--- config.mk ---
export PLATFORM = sky130hd
export DESIGN_NAME = delta_list_timer_queue
export DESIGN_NICKNAME = d
export VERILOG_FILES = /design/src/hw/rtl/dlq_pkg.sv /design/src/hw/rtl/dlq_ram.sv /design/src/hw/rtl/dlq_ctrl.sv /design/src/hw/rtl/delta_list_timer_queue.sv
export SDC_FILE = /design/constraint.sdc
export NUM_CORES = 2
export LEC_CHECK = 0
export BUFFER_PORTS_ARGS = -buffer_cell sky130_fd_sc_hd__clkbuf_2
export CORE_ASPECT_RATIO = 1.2
export CORE_UTILIZATION = 39
export CTS_CLUSTER_SIZE = 28
export DETAILED_ROUTE_END_ITERATION = 12
export HOLD_SLACK_MARGIN = 0.1
export SKIP_LAST_GASP = 1
export SYNTH_ARGS = -nofsm -noshare
export SYNTH_HDL_FRONTEND = slang
export SYNTH_SLANG_ARGS = --single-unit
--- constraint.sdc ---
create_clock -name clk -period 5.9 [get_ports clk]
set_input_delay 0.59 -clock clk [delete_from_list [all_inputs] [get_ports clk]]
set_output_delay 0.59 -clock clk [all_outputs]
set_load 0.02 [all_outputs]
--- src/hw/rtl/dlq_pkg.sv ---
// ----------------------------------------------------------------------------
// dlq_pkg
// Operation codes, status codes and the result record shared by the timer
// queue modules.
// ----------------------------------------------------------------------------
package dlq_pkg;

	typedef enum logic [1:0] {
		OP_ADD      = 2'd0,
		OP_TICK     = 2'd1,
		OP_DISPATCH = 2'd2,
		OP_DELETE   = 2'd3
	} op_t;

	typedef enum logic [1:0] {
		ST_OK        = 2'd0,
		ST_FULL      = 2'd1,
		ST_NOT_FOUND = 2'd2,
		ST_NOT_DUE   = 2'd3
	} status_t;

	// One result record as it leaves the controller.
	typedef struct packed {
		status_t     status;
		logic [15:0] new_id;
		logic        fired;
		logic [7:0]  fired_tag;
		logic [15:0] fired_id;
	} res_t;

	localparam int unsigned FIELD_TIME_W  = 16;
	localparam int unsigned FIELD_IDENT_W = 16;
	localparam int unsigned FIELD_TAG_W   = 8;

endpackage

--- src/hw/rtl/dlq_ram.sv ---
// ----------------------------------------------------------------------------
// dlq_ram
// Simple dual-port synchronous memory: one write port, one read port with
// registered read data.
// ----------------------------------------------------------------------------
module dlq_ram #(
	parameter int unsigned DEPTH = 16,
	parameter int unsigned WIDTH = 56
) (
	input  logic                     clk,
	input  logic                     wr_en,
	input  logic [$clog2(DEPTH)-1:0] wr_addr,
	input  logic [WIDTH-1:0]         wr_data,
	input  logic                     rd_en,
	input  logic [$clog2(DEPTH)-1:0] rd_addr,
	output logic [WIDTH-1:0]         rd_data
);

	logic [WIDTH-1:0] mem [DEPTH];
	logic [WIDTH-1:0] rd_data_q;

	always_ff @(posedge clk) begin
		if (wr_en) begin
			mem[wr_addr] <= wr_data;
		end
		if (rd_en) begin
			rd_data_q <= mem[rd_addr];
		end
	end

	assign rd_data = rd_data_q;

endmodule

--- src/hw/rtl/dlq_ctrl.sv ---
// ----------------------------------------------------------------------------
// dlq_ctrl
// Sequencer for the delta list: walks, shifts and patches the entry memory
// one entry at a time and builds one result record per operation.
// ----------------------------------------------------------------------------
module dlq_ctrl #(
	parameter int unsigned MAX_ENTRIES = 16,
	parameter int unsigned TIME_BITS   = 16,
	parameter int unsigned IDENT_BITS  = 16,
	localparam int unsigned AW = $clog2(MAX_ENTRIES),
	localparam int unsigned EW = 2 * TIME_BITS + dlq_pkg::FIELD_TAG_W + IDENT_BITS
) (
	input  logic           clk,
	input  logic           arst_n,
	input  logic           in_valid,
	output logic           in_ready,
	input  dlq_pkg::op_t   op,
	input  logic [15:0]    delay,
	input  logic [15:0]    period,
	input  logic [7:0]     task_tag,
	input  logic [15:0]    task_id,
	output logic           res_valid,
	input  logic           res_ready,
	output dlq_pkg::res_t  res,
	output logic           wr_en,
	output logic [AW-1:0]  wr_addr,
	output logic [EW-1:0]  wr_data,
	output logic           rd_en,
	output logic [AW-1:0]  rd_addr,
	input  logic [EW-1:0]  rd_data
);

	localparam int unsigned CNT_W = $clog2(MAX_ENTRIES + 1);
	localparam int unsigned TB    = TIME_BITS;
	localparam int unsigned IB    = IDENT_BITS;
	localparam int unsigned TGW   = dlq_pkg::FIELD_TAG_W;
	localparam int unsigned SW    = (TB > dlq_pkg::FIELD_TIME_W) ? TB : dlq_pkg::FIELD_TIME_W;
	localparam int unsigned CW    = (IB > dlq_pkg::FIELD_IDENT_W) ? IB : dlq_pkg::FIELD_IDENT_W;
	localparam logic [TB-1:0] TIME_MAX = {TB{1'b1}};

	typedef enum logic [3:0] {
		S_IDLE, S_WALK_RD, S_WALK_EV, S_SHIFT_UP, S_INSERT, S_TICK_EV,
		S_DISP_EV, S_FIND_RD, S_FIND_EV, S_SHIFT_DN, S_DONE
	} state_t;

	// Saturate a 16-bit port value to the stored time width.
	function automatic logic [TB-1:0] sat_time(input logic [15:0] v);
		logic [SW-1:0] w;
		w = SW'(v);
		return (w > SW'(TIME_MAX)) ? TIME_MAX : w[TB-1:0];
	endfunction

	function automatic logic [15:0] id_out(input logic [IB-1:0] v);
		logic [CW-1:0] w;
		w = CW'(v);
		return w[15:0];
	endfunction

	state_t            state_q;
	logic [CNT_W-1:0]  count_q;
	logic [IB-1:0]     next_id_q;
	dlq_pkg::op_t      op_q;
	logic [TB-1:0]     delay_q;
	logic [TB-1:0]     period_q;
	logic [TGW-1:0]    tag_q;
	logic [IB-1:0]     ident_q;
	logic [15:0]       want_q;
	logic [CNT_W-1:0]  ptr_q;
	logic [CNT_W-1:0]  slot_q;
	logic [TB-1:0]     sum_q;
	logic [TB-1:0]     newd_q;
	logic [TB-1:0]     remd_q;
	dlq_pkg::res_t     res_q;
	logic              mv_s1;
	logic              mv_up_s1;
	logic [AW-1:0]     mv_dst_s1;

	logic [TB-1:0]     rd_delta;
	logic [TB-1:0]     rd_period;
	logic [TGW-1:0]    rd_tag;
	logic [IB-1:0]     rd_ident;
	logic [CNT_W-1:0]  ptr_inc;
	logic [CNT_W-1:0]  ptr_dec;
	logic [CNT_W-1:0]  slot_inc;
	logic [TB:0]       walk_sum;
	logic [TB:0]       join_sum;
	logic [TB-1:0]     mv_delta;
	logic [IB-1:0]     next_id_inc;
	logic              id_match;

	assign rd_ident  = rd_data[IB-1:0];
	assign rd_tag    = rd_data[IB+TGW-1:IB];
	assign rd_period = rd_data[IB+TGW+TB-1:IB+TGW];
	assign rd_delta  = rd_data[EW-1:EW-TB];

	assign ptr_inc     = ptr_q + CNT_W'(1);
	assign ptr_dec     = ptr_q - CNT_W'(1);
	assign slot_inc    = slot_q + CNT_W'(1);
	assign walk_sum    = {1'b0, sum_q} + {1'b0, rd_delta};
	assign join_sum    = {1'b0, rd_delta} + {1'b0, remd_q};
	assign next_id_inc = next_id_q + IB'(1);
	assign id_match    = (CW'(rd_ident) == CW'(want_q));

	// Delta of an entry being moved: the one pushed behind a new entry gives
	// up the new entry's delta, the one closing a gap takes the removed delta.
	always_comb begin
		mv_delta = rd_delta;
		if (mv_up_s1 && (CNT_W'(mv_dst_s1) == slot_inc)) begin
			mv_delta = rd_delta - newd_q;
		end else if (!mv_up_s1 && (CNT_W'(mv_dst_s1) == slot_q)) begin
			mv_delta = join_sum[TB] ? TIME_MAX : join_sum[TB-1:0];
		end
	end

	always_comb begin
		rd_en   = 1'b0;
		rd_addr = ptr_q[AW-1:0];
		unique case (state_q)
			S_IDLE: begin
				rd_en   = in_valid && (count_q != '0) &&
					((op == dlq_pkg::OP_TICK) || (op == dlq_pkg::OP_DISPATCH));
				rd_addr = '0;
			end
			S_WALK_RD, S_FIND_RD: rd_en = (ptr_q != count_q);
			S_SHIFT_UP: begin
				rd_en   = (ptr_q > slot_q);
				rd_addr = ptr_dec[AW-1:0];
			end
			S_SHIFT_DN: begin
				rd_en   = (ptr_inc < count_q);
				rd_addr = ptr_inc[AW-1:0];
			end
			default: rd_en = 1'b0;
		endcase
	end

	always_comb begin
		wr_en   = 1'b0;
		wr_addr = mv_dst_s1;
		wr_data = {mv_delta, rd_period, rd_tag, rd_ident};
		if (mv_s1) begin
			wr_en = 1'b1;
		end else if (state_q == S_INSERT) begin
			wr_en   = 1'b1;
			wr_addr = slot_q[AW-1:0];
			wr_data = {newd_q, period_q, tag_q, ident_q};
		end else if ((state_q == S_TICK_EV) && (rd_delta != '0)) begin
			wr_en   = 1'b1;
			wr_addr = '0;
			wr_data = {rd_delta - TB'(1), rd_period, rd_tag, rd_ident};
		end
	end

	assign in_ready  = (state_q == S_IDLE);
	assign res_valid = (state_q == S_DONE);
	assign res       = res_q;

	always_ff @(posedge clk or negedge arst_n) begin
		if (!arst_n) begin
			state_q   <= S_IDLE;
			count_q   <= '0;
			next_id_q <= IB'(1);
			mv_s1     <= 1'b0;
			mv_up_s1  <= 1'b0;
			mv_dst_s1 <= '0;
			op_q      <= dlq_pkg::OP_ADD;
			delay_q   <= '0;
			period_q  <= '0;
			tag_q     <= '0;
			ident_q   <= '0;
			want_q    <= '0;
			ptr_q     <= '0;
			slot_q    <= '0;
			sum_q     <= '0;
			newd_q    <= '0;
			remd_q    <= '0;
			res_q     <= '0;
		end else begin
			mv_s1 <= 1'b0;
			unique case (state_q)
				S_IDLE: begin
					if (in_valid) begin
						res_q    <= '0;
						op_q     <= op;
						delay_q  <= sat_time(delay);
						period_q <= sat_time(period);
						tag_q    <= task_tag;
						want_q   <= task_id;
						ptr_q    <= '0;
						sum_q    <= '0;
						unique case (op)
							dlq_pkg::OP_ADD: begin
								if (count_q == CNT_W'(MAX_ENTRIES)) begin
									res_q.status <= dlq_pkg::ST_FULL;
									state_q      <= S_DONE;
								end else begin
									ident_q      <= next_id_q;
									next_id_q    <= (next_id_inc == '0) ? IB'(1) : next_id_inc;
									res_q.new_id <= id_out(next_id_q);
									state_q      <= S_WALK_RD;
								end
							end
							dlq_pkg::OP_TICK: begin
								state_q <= (count_q == '0) ? S_DONE : S_TICK_EV;
							end
							dlq_pkg::OP_DISPATCH: begin
								if (count_q == '0) begin
									res_q.status <= dlq_pkg::ST_NOT_DUE;
									state_q      <= S_DONE;
								end else begin
									state_q <= S_DISP_EV;
								end
							end
							dlq_pkg::OP_DELETE: begin
								if (task_id == '0) begin
									res_q.status <= dlq_pkg::ST_NOT_FOUND;
									state_q      <= S_DONE;
								end else begin
									state_q <= S_FIND_RD;
								end
							end
						endcase
					end
				end
				S_WALK_RD: begin
					if (ptr_q == count_q) begin
						slot_q  <= ptr_q;
						newd_q  <= delay_q - sum_q;
						state_q <= S_SHIFT_UP;
					end else begin
						state_q <= S_WALK_EV;
					end
				end
				S_WALK_EV: begin
					if ({1'b0, delay_q} < walk_sum) begin
						slot_q  <= ptr_q;
						newd_q  <= delay_q - sum_q;
						ptr_q   <= count_q;
						state_q <= S_SHIFT_UP;
					end else begin
						sum_q   <= walk_sum[TB-1:0];
						ptr_q   <= ptr_inc;
						state_q <= S_WALK_RD;
					end
				end
				S_SHIFT_UP: begin
					if (ptr_q > slot_q) begin
						ptr_q     <= ptr_dec;
						mv_s1     <= 1'b1;
						mv_up_s1  <= 1'b1;
						mv_dst_s1 <= ptr_q[AW-1:0];
					end else if (!mv_s1) begin
						state_q <= S_INSERT;
					end
				end
				S_INSERT: begin
					count_q <= count_q + CNT_W'(1);
					state_q <= S_DONE;
				end
				S_TICK_EV: state_q <= S_DONE;
				S_DISP_EV: begin
					if (rd_delta != '0) begin
						res_q.status <= dlq_pkg::ST_NOT_DUE;
						state_q      <= S_DONE;
					end else begin
						res_q.fired     <= 1'b1;
						res_q.fired_tag <= rd_tag;
						res_q.fired_id  <= id_out(rd_ident);
						delay_q         <= rd_period;
						period_q        <= rd_period;
						tag_q           <= rd_tag;
						ident_q         <= rd_ident;
						slot_q          <= '0;
						ptr_q           <= '0;
						remd_q          <= '0;
						state_q         <= S_SHIFT_DN;
					end
				end
				S_FIND_RD: begin
					if (ptr_q == count_q) begin
						res_q.status <= dlq_pkg::ST_NOT_FOUND;
						state_q      <= S_DONE;
					end else begin
						state_q <= S_FIND_EV;
					end
				end
				S_FIND_EV: begin
					if (id_match) begin
						slot_q  <= ptr_q;
						remd_q  <= rd_delta;
						state_q <= S_SHIFT_DN;
					end else begin
						ptr_q   <= ptr_inc;
						state_q <= S_FIND_RD;
					end
				end
				S_SHIFT_DN: begin
					if (ptr_inc < count_q) begin
						ptr_q     <= ptr_inc;
						mv_s1     <= 1'b1;
						mv_up_s1  <= 1'b0;
						mv_dst_s1 <= ptr_q[AW-1:0];
					end else if (!mv_s1) begin
						count_q <= count_q - CNT_W'(1);
						if ((op_q == dlq_pkg::OP_DISPATCH) && (period_q != '0)) begin
							// A periodic task goes back in with its period as delay.
							ptr_q   <= '0;
							sum_q   <= '0;
							state_q <= S_WALK_RD;
						end else begin
							state_q <= S_DONE;
						end
					end
				end
				S_DONE: begin
					if (res_ready) begin
						state_q <= S_IDLE;
					end
				end
				default: state_q <= S_IDLE;
			endcase
		end
	end

endmodule

--- src/hw/rtl/delta_list_timer_queue.sv ---
// ----------------------------------------------------------------------------
// delta_list_timer_queue
// Timer queue kept as a sorted delta list in a single entry memory.
// ----------------------------------------------------------------------------
// The queue holds up to MAX_ENTRIES timed tasks in order of due time; each
// entry stores its delay relative to the entry in front of it, so only the
// head counts down. Each transfer on the slave side carries one operation
// (add, tick, dispatch or delete) and produces exactly one result transfer
// on the master side. Operations are handled one at a time by a sequencer
// that works on the entry memory, which has one read and one write port and
// registered read data, so the memory port sets the cost. Tick counts the
// head down. Add walks the entries before the insertion slot, moves each
// entry behind it and writes the new entry. Delete searches the entries up
// to the match and moves each entry after the match. Dispatch pops the head
// when it is due and, for a periodic task, does a further add walk to put
// it back. A new operation is taken as soon as the previous result has been
// handed to the output register, even while that result still waits for
// the downstream side. There is no clearing pass after reset: entries
// beyond the fill count are never read.
// ----------------------------------------------------------------------------
module delta_list_timer_queue #(
	parameter int unsigned MAX_ENTRIES = 16,
	parameter int unsigned TIME_BITS   = 16,
	parameter int unsigned IDENT_BITS  = 16
) (
	input  logic        clk,
	input  logic        arst_n,
	input  logic        s_tvalid,
	output logic        s_tready,
	input  logic [55:0] s_tdata,   // delay[15:0], period[31:16], task_tag[39:32], task_id[55:40]
	input  logic [1:0]  s_tuser,   // op[1:0]
	output logic        m_tvalid,
	input  logic        m_tready,
	output logic [39:0] m_tdata,   // new_id[15:0], fired_tag[23:16], fired_id[39:24]
	output logic [2:0]  m_tuser    // status[1:0], fired[2]
);

	localparam int unsigned AW = $clog2(MAX_ENTRIES);
	localparam int unsigned EW = 2 * TIME_BITS + dlq_pkg::FIELD_TAG_W + IDENT_BITS;

	logic           res_valid;
	logic           res_ready;
	dlq_pkg::res_t  res;
	logic           wr_en;
	logic [AW-1:0]  wr_addr;
	logic [EW-1:0]  wr_data;
	logic           rd_en;
	logic [AW-1:0]  rd_addr;
	logic [EW-1:0]  rd_data;

	logic           m_tvalid_q;
	dlq_pkg::res_t  out_q;

	dlq_ctrl #(
		.MAX_ENTRIES (MAX_ENTRIES),
		.TIME_BITS   (TIME_BITS),
		.IDENT_BITS  (IDENT_BITS)
	) u_ctrl (
		.clk       (clk),
		.arst_n    (arst_n),
		.in_valid  (s_tvalid),
		.in_ready  (s_tready),
		.op        (dlq_pkg::op_t'(s_tuser)),
		.delay     (s_tdata[15:0]),
		.period    (s_tdata[31:16]),
		.task_tag  (s_tdata[39:32]),
		.task_id   (s_tdata[55:40]),
		.res_valid (res_valid),
		.res_ready (res_ready),
		.res       (res),
		.wr_en     (wr_en),
		.wr_addr   (wr_addr),
		.wr_data   (wr_data),
		.rd_en     (rd_en),
		.rd_addr   (rd_addr),
		.rd_data   (rd_data)
	);

	dlq_ram #(
		.DEPTH (MAX_ENTRIES),
		.WIDTH (EW)
	) u_ram (
		.clk     (clk),
		.wr_en   (wr_en),
		.wr_addr (wr_addr),
		.wr_data (wr_data),
		.rd_en   (rd_en),
		.rd_addr (rd_addr),
		.rd_data (rd_data)
	);

	// Output register: it frees the sequencer as soon as a result is loaded,
	// and is refilled in the same cycle that its contents are taken.
	assign res_ready = !m_tvalid_q || m_tready;

	always_ff @(posedge clk or negedge arst_n) begin
		if (!arst_n) begin
			m_tvalid_q <= 1'b0;
		end else if (res_ready) begin
			m_tvalid_q <= res_valid;
		end
	end

	always_ff @(posedge clk) begin
		if (res_valid && res_ready) begin
			out_q <= res;
		end
	end

	assign m_tvalid = m_tvalid_q;
	assign m_tdata  = {out_q.fired_id, out_q.fired_tag, out_q.new_id};
	assign m_tuser  = {out_q.fired, out_q.status};

endmodule
==> impl_metrics.py <==
metrics = {
    "outcome": {
        "status": "finished, final reports clean",
    },
    "finish": {
        "n_fill_cell": 11358,
        "area_growth_pct": 14.16,
        "regArea_um2": 35060,
        "final_util_pct": 44.98,
        "fin_nets": 3622,
        "fin_area_um2": 58750,
        "multi_input_area_um2": 15580,
        "layout-drive-gt1-share_pct": 18.63,
        "instances_no_fill": 5244,
    },
    "global_routing": {
        "gr-total-overflow": 0,
        "grt_usage_pct": 19.14,
        "grt_max_degree": 129,
        "grt_pass1_wl_mm": 191.0,
        "grt_pass1_vias": 29374,
        "antenna_found_initial": 1,
    },
    "clocking": {
        "cts_resized": 0,
        "cts_tree": "done",
        "cts_buffers": 113,
        "clkSinkCount": 1202,
        "hold_buffers": 24,
        "clk_pin_slew_ps": 60,
        "clk_latency_ps": 730,
        "post_cts_buffers": 0,
        "cts_buffer_depth": 3,
        "clock-root-buffer": "clkbuf_16",
        "cts_htree_levels": 3,
    },
    "yosys": {
        "ys_seq_area_share_pct": 68.12,
        "ys_types": 82,
        "syn_inst": 3284,
        "synthTopCellsByArea": "edfxtp_1 58%, dfrtp_1 10%, mux4_2 9.8%",
        "synth_nets": 3451,
        "yosysMostFrequentCell": "edfxtp_1",
        "yosys_register_bits": 1202,
        "synth_edf_count": 995,
        "avgSynthCellArea_um2": 15.67,
        "netlist_area_um2": 51470,
        "ys.warnings.count": 0,
        "yosys.area.top_type": "edfxtp_1",
        "ys.flop_type": "edfxtp_1",
        "synth_common_cells": "995 x edfxtp_1, 372 x nand2_1, 224 x mux4_2",
        "ys_async_sr_fraction_pct": 17.22,
        "synth_top_area_share_pct": 58.06,
    },
    "drt": {
        "first_pass_iters": 6,
        "routedWlPerCell_um": 24.30,
        "routed_via_density": 5.591,
        "drcViolationCount": 0,
        "antenna_left": 0,
        "drt_iter0_drc": 2615,
        "drt-total-wl_mm": 127.4,
        "num_vias": 29317,
    },
    "die": {
        "ios": 107,
        "rows": 145,
        "die_h_um": 399.9,
        "die-area_um2": 133400,
        "coreArea_um2": 130600,
        "die_w_um": 333.6,
        "initial_core_util_pct": 39.40,
    },
    "timing": {
        "whs_ps": 162.9,
        "max_freq_mhz": 192.5,
        "tns_ps": 0,
        "min_period_ps": 5194,
        "hold_violations": 0,
        "fin_ws_ps": 706.0,
        "period_share_pct": 88.03,
        "slew_headroom_pct": 18.88,
        "worst_pin_slew_ps": 1214,
        "skew_ps": 58.19,
        "setup_violations": 0,
        "rsz0062_at_grt": "false",
        "slew_violations": 0,
    },
    "min_path": {
        "min_path_cells": 3,
        "hp-class": "in2reg",
        "holdPathEnd": "u_ctrl.tag_q[3]",
        "hp-start": "s_tdata[35]",
    },
    "pwr": {
        "vdd_ir_drop_max_v": 0.0004445,
        "powerDensity_nw_per_um2": 599.7,
        "leakage_nw": 20.53,
        "finalPower_mw": 35.23,
    },
    "worst_setup_path": {
        "r2r_cells": 15,
        "rrSetupSlack_ps": 710,
        "arrival_ps": 5760,
        "r2r_end": "u_ctrl.newd_q[9]",
        "critPathKind": "reg2reg",
        "crit_required_ps": 6470,
        "crit_fanout": 14,
        "critical_path.startpoint_type": "flop",
        "r2r_start": "u_ram.rd_data[40]",
        "cp-end-kind": "flop",
    },
    "place": {
        "io_buffers": 106,
        "dp.cells": 5006,
        "pre_cts_slack_ps": 829.3,
        "place_area_um2": 54580,
        "hpwl_mm": 76.40,
        "place_congestion": 0.8670,
    },
    "flow_run": {
        "cap_viol_max_count": 0,
    },
}
-- layout by cell type, fill, tap and decap left out, drive strengths merged, types with 15 or more instances in the layout --
cell type / instances
a211oi: 64
a21o: 33
a21oi: 144
a222oi: 18
a22o: 41
a31oi: 23
and2: 26
buf: 96
bufinv: 18
clkbuf: 242
clkinv: 48
dfrtp: 206
dlygate4sd3: 24
edfxtp: 995
ha: 100
inv: 89
mux2i: 68
mux4: 224
nand2: 372
nand2b: 21
nand3: 28
nand4: 15
nor2: 87
nor2b: 78
nor3: 42
nor4: 24
o21ai: 140
xnor2: 68
xor2: 39
-- flip-flops by register name (all words and copies together), names as in the netlist --
signal / flops
u_ram.rd_data: 56
u_ctrl.ident_q: 16
m_tvalid: 1
u_ctrl.mv_up_s1: 1
u_ctrl.mv_s1: 1
u_ctrl.count_q: 5
u_ctrl.delay_q: 16
u_ctrl.next_id_q: 16
u_ctrl.sum_q: 16
m_tdata: 40
m_tuser: 3
u_ctrl.op_q: 2
u_ctrl.res: 43
u_ctrl.period_q: 16
u_ctrl.state_q: 4
u_ctrl.tag_q: 8
u_ctrl.ptr_q: 5
u_ctrl.slot_q: 5
u_ctrl.want_q: 16
u_ctrl.mv_dst_s1: 4
u_ram.mem: 896
u_ctrl.remd_q: 16
u_ctrl.newd_q: 16
-- how the worst max path moves through the flow --
stage / end / slack, ps / from / cells past startpoint
global route: u_ctrl.newd_q[7] / 450 / u_ram.rd_data[40] / 16
finish: u_ctrl.newd_q[9] / 710 / u_ram.rd_data[40] / 15
detailed placement: u_ctrl.newd_q[10] / 830 / u_ram.rd_data[40] / 15
CTS: u_ctrl.newd_q[9] / 770 / u_ram.rd_data[40] / 15
floorplan: u_ram.mem[10][0] / 870 / u_ram.rd_data[41] / 10
global placement: u_ctrl.newd_q[3] / 780 / u_ram.rd_data[44] / 16
-- critical path, cell delays in order, from the launching register on --
cell and delay, ps:
edfxtp_1 500, ha_1 290, fa_1 440, a211oi_1 350, o211ai_1 220, a221oi_2 360
a21oi_1 160, xnor2_1 240, ha_1 290, a21o_1 180, a221oi_1 310, o21ai_0 150
a41oi_1 290, o21ba_4 270, a21o_1 600, mux2_2 410
-- where the power goes --
part           switching (mW)  total, mW  internal (mW)  leakage (nW)
combinational            8.50       14.5           5.99          6.92
sequential              0.968       13.1           12.1          11.7
clock                    3.25       7.69           4.44          1.93
total                    12.7       35.2           22.5          20.5
-- cell type report --
cell class | instances | share of cell area (%)
multi-input cells | 1830 | 26.51
diodes | 1 | 0.004259
flip-flops and latches | 1202 | 59.68
clock inverters | 76 | 1.582
clock buffers | 137 | 5.107
repair buffers | 225 | 2.990
inverters | 83 | 0.5303
well taps | 1690 | 3.599
-- cell families after synthesis --
group | share of synthesized area (%)
XOR/XNOR | 1.821
buffers and inverters | 1.998
AND/OR/NAND/NOR | 6.678
AO/OA/AOI/OAI | 7.337
multiplexers | 11.42
flip-flops | 68.12
adder cells (fa/ha/maj) | 2.626
-- layer usage --
layer / vias to the layer above / share of wire (%) / GRT usage [%] / routed length, um
met1: 15315 / 44 / 26.58 / 56070
li1: 13075 / - / - / -
met5: - / 0 / 0 / 0
met3: 121 / 5.1 / 2.394 / 6510
met2: 806 / 49 / 31.99 / 62670
met4: 0 / 1.7 / 4.798 / 2186
No activity file was read; power rests on OpenSTA's default activity.
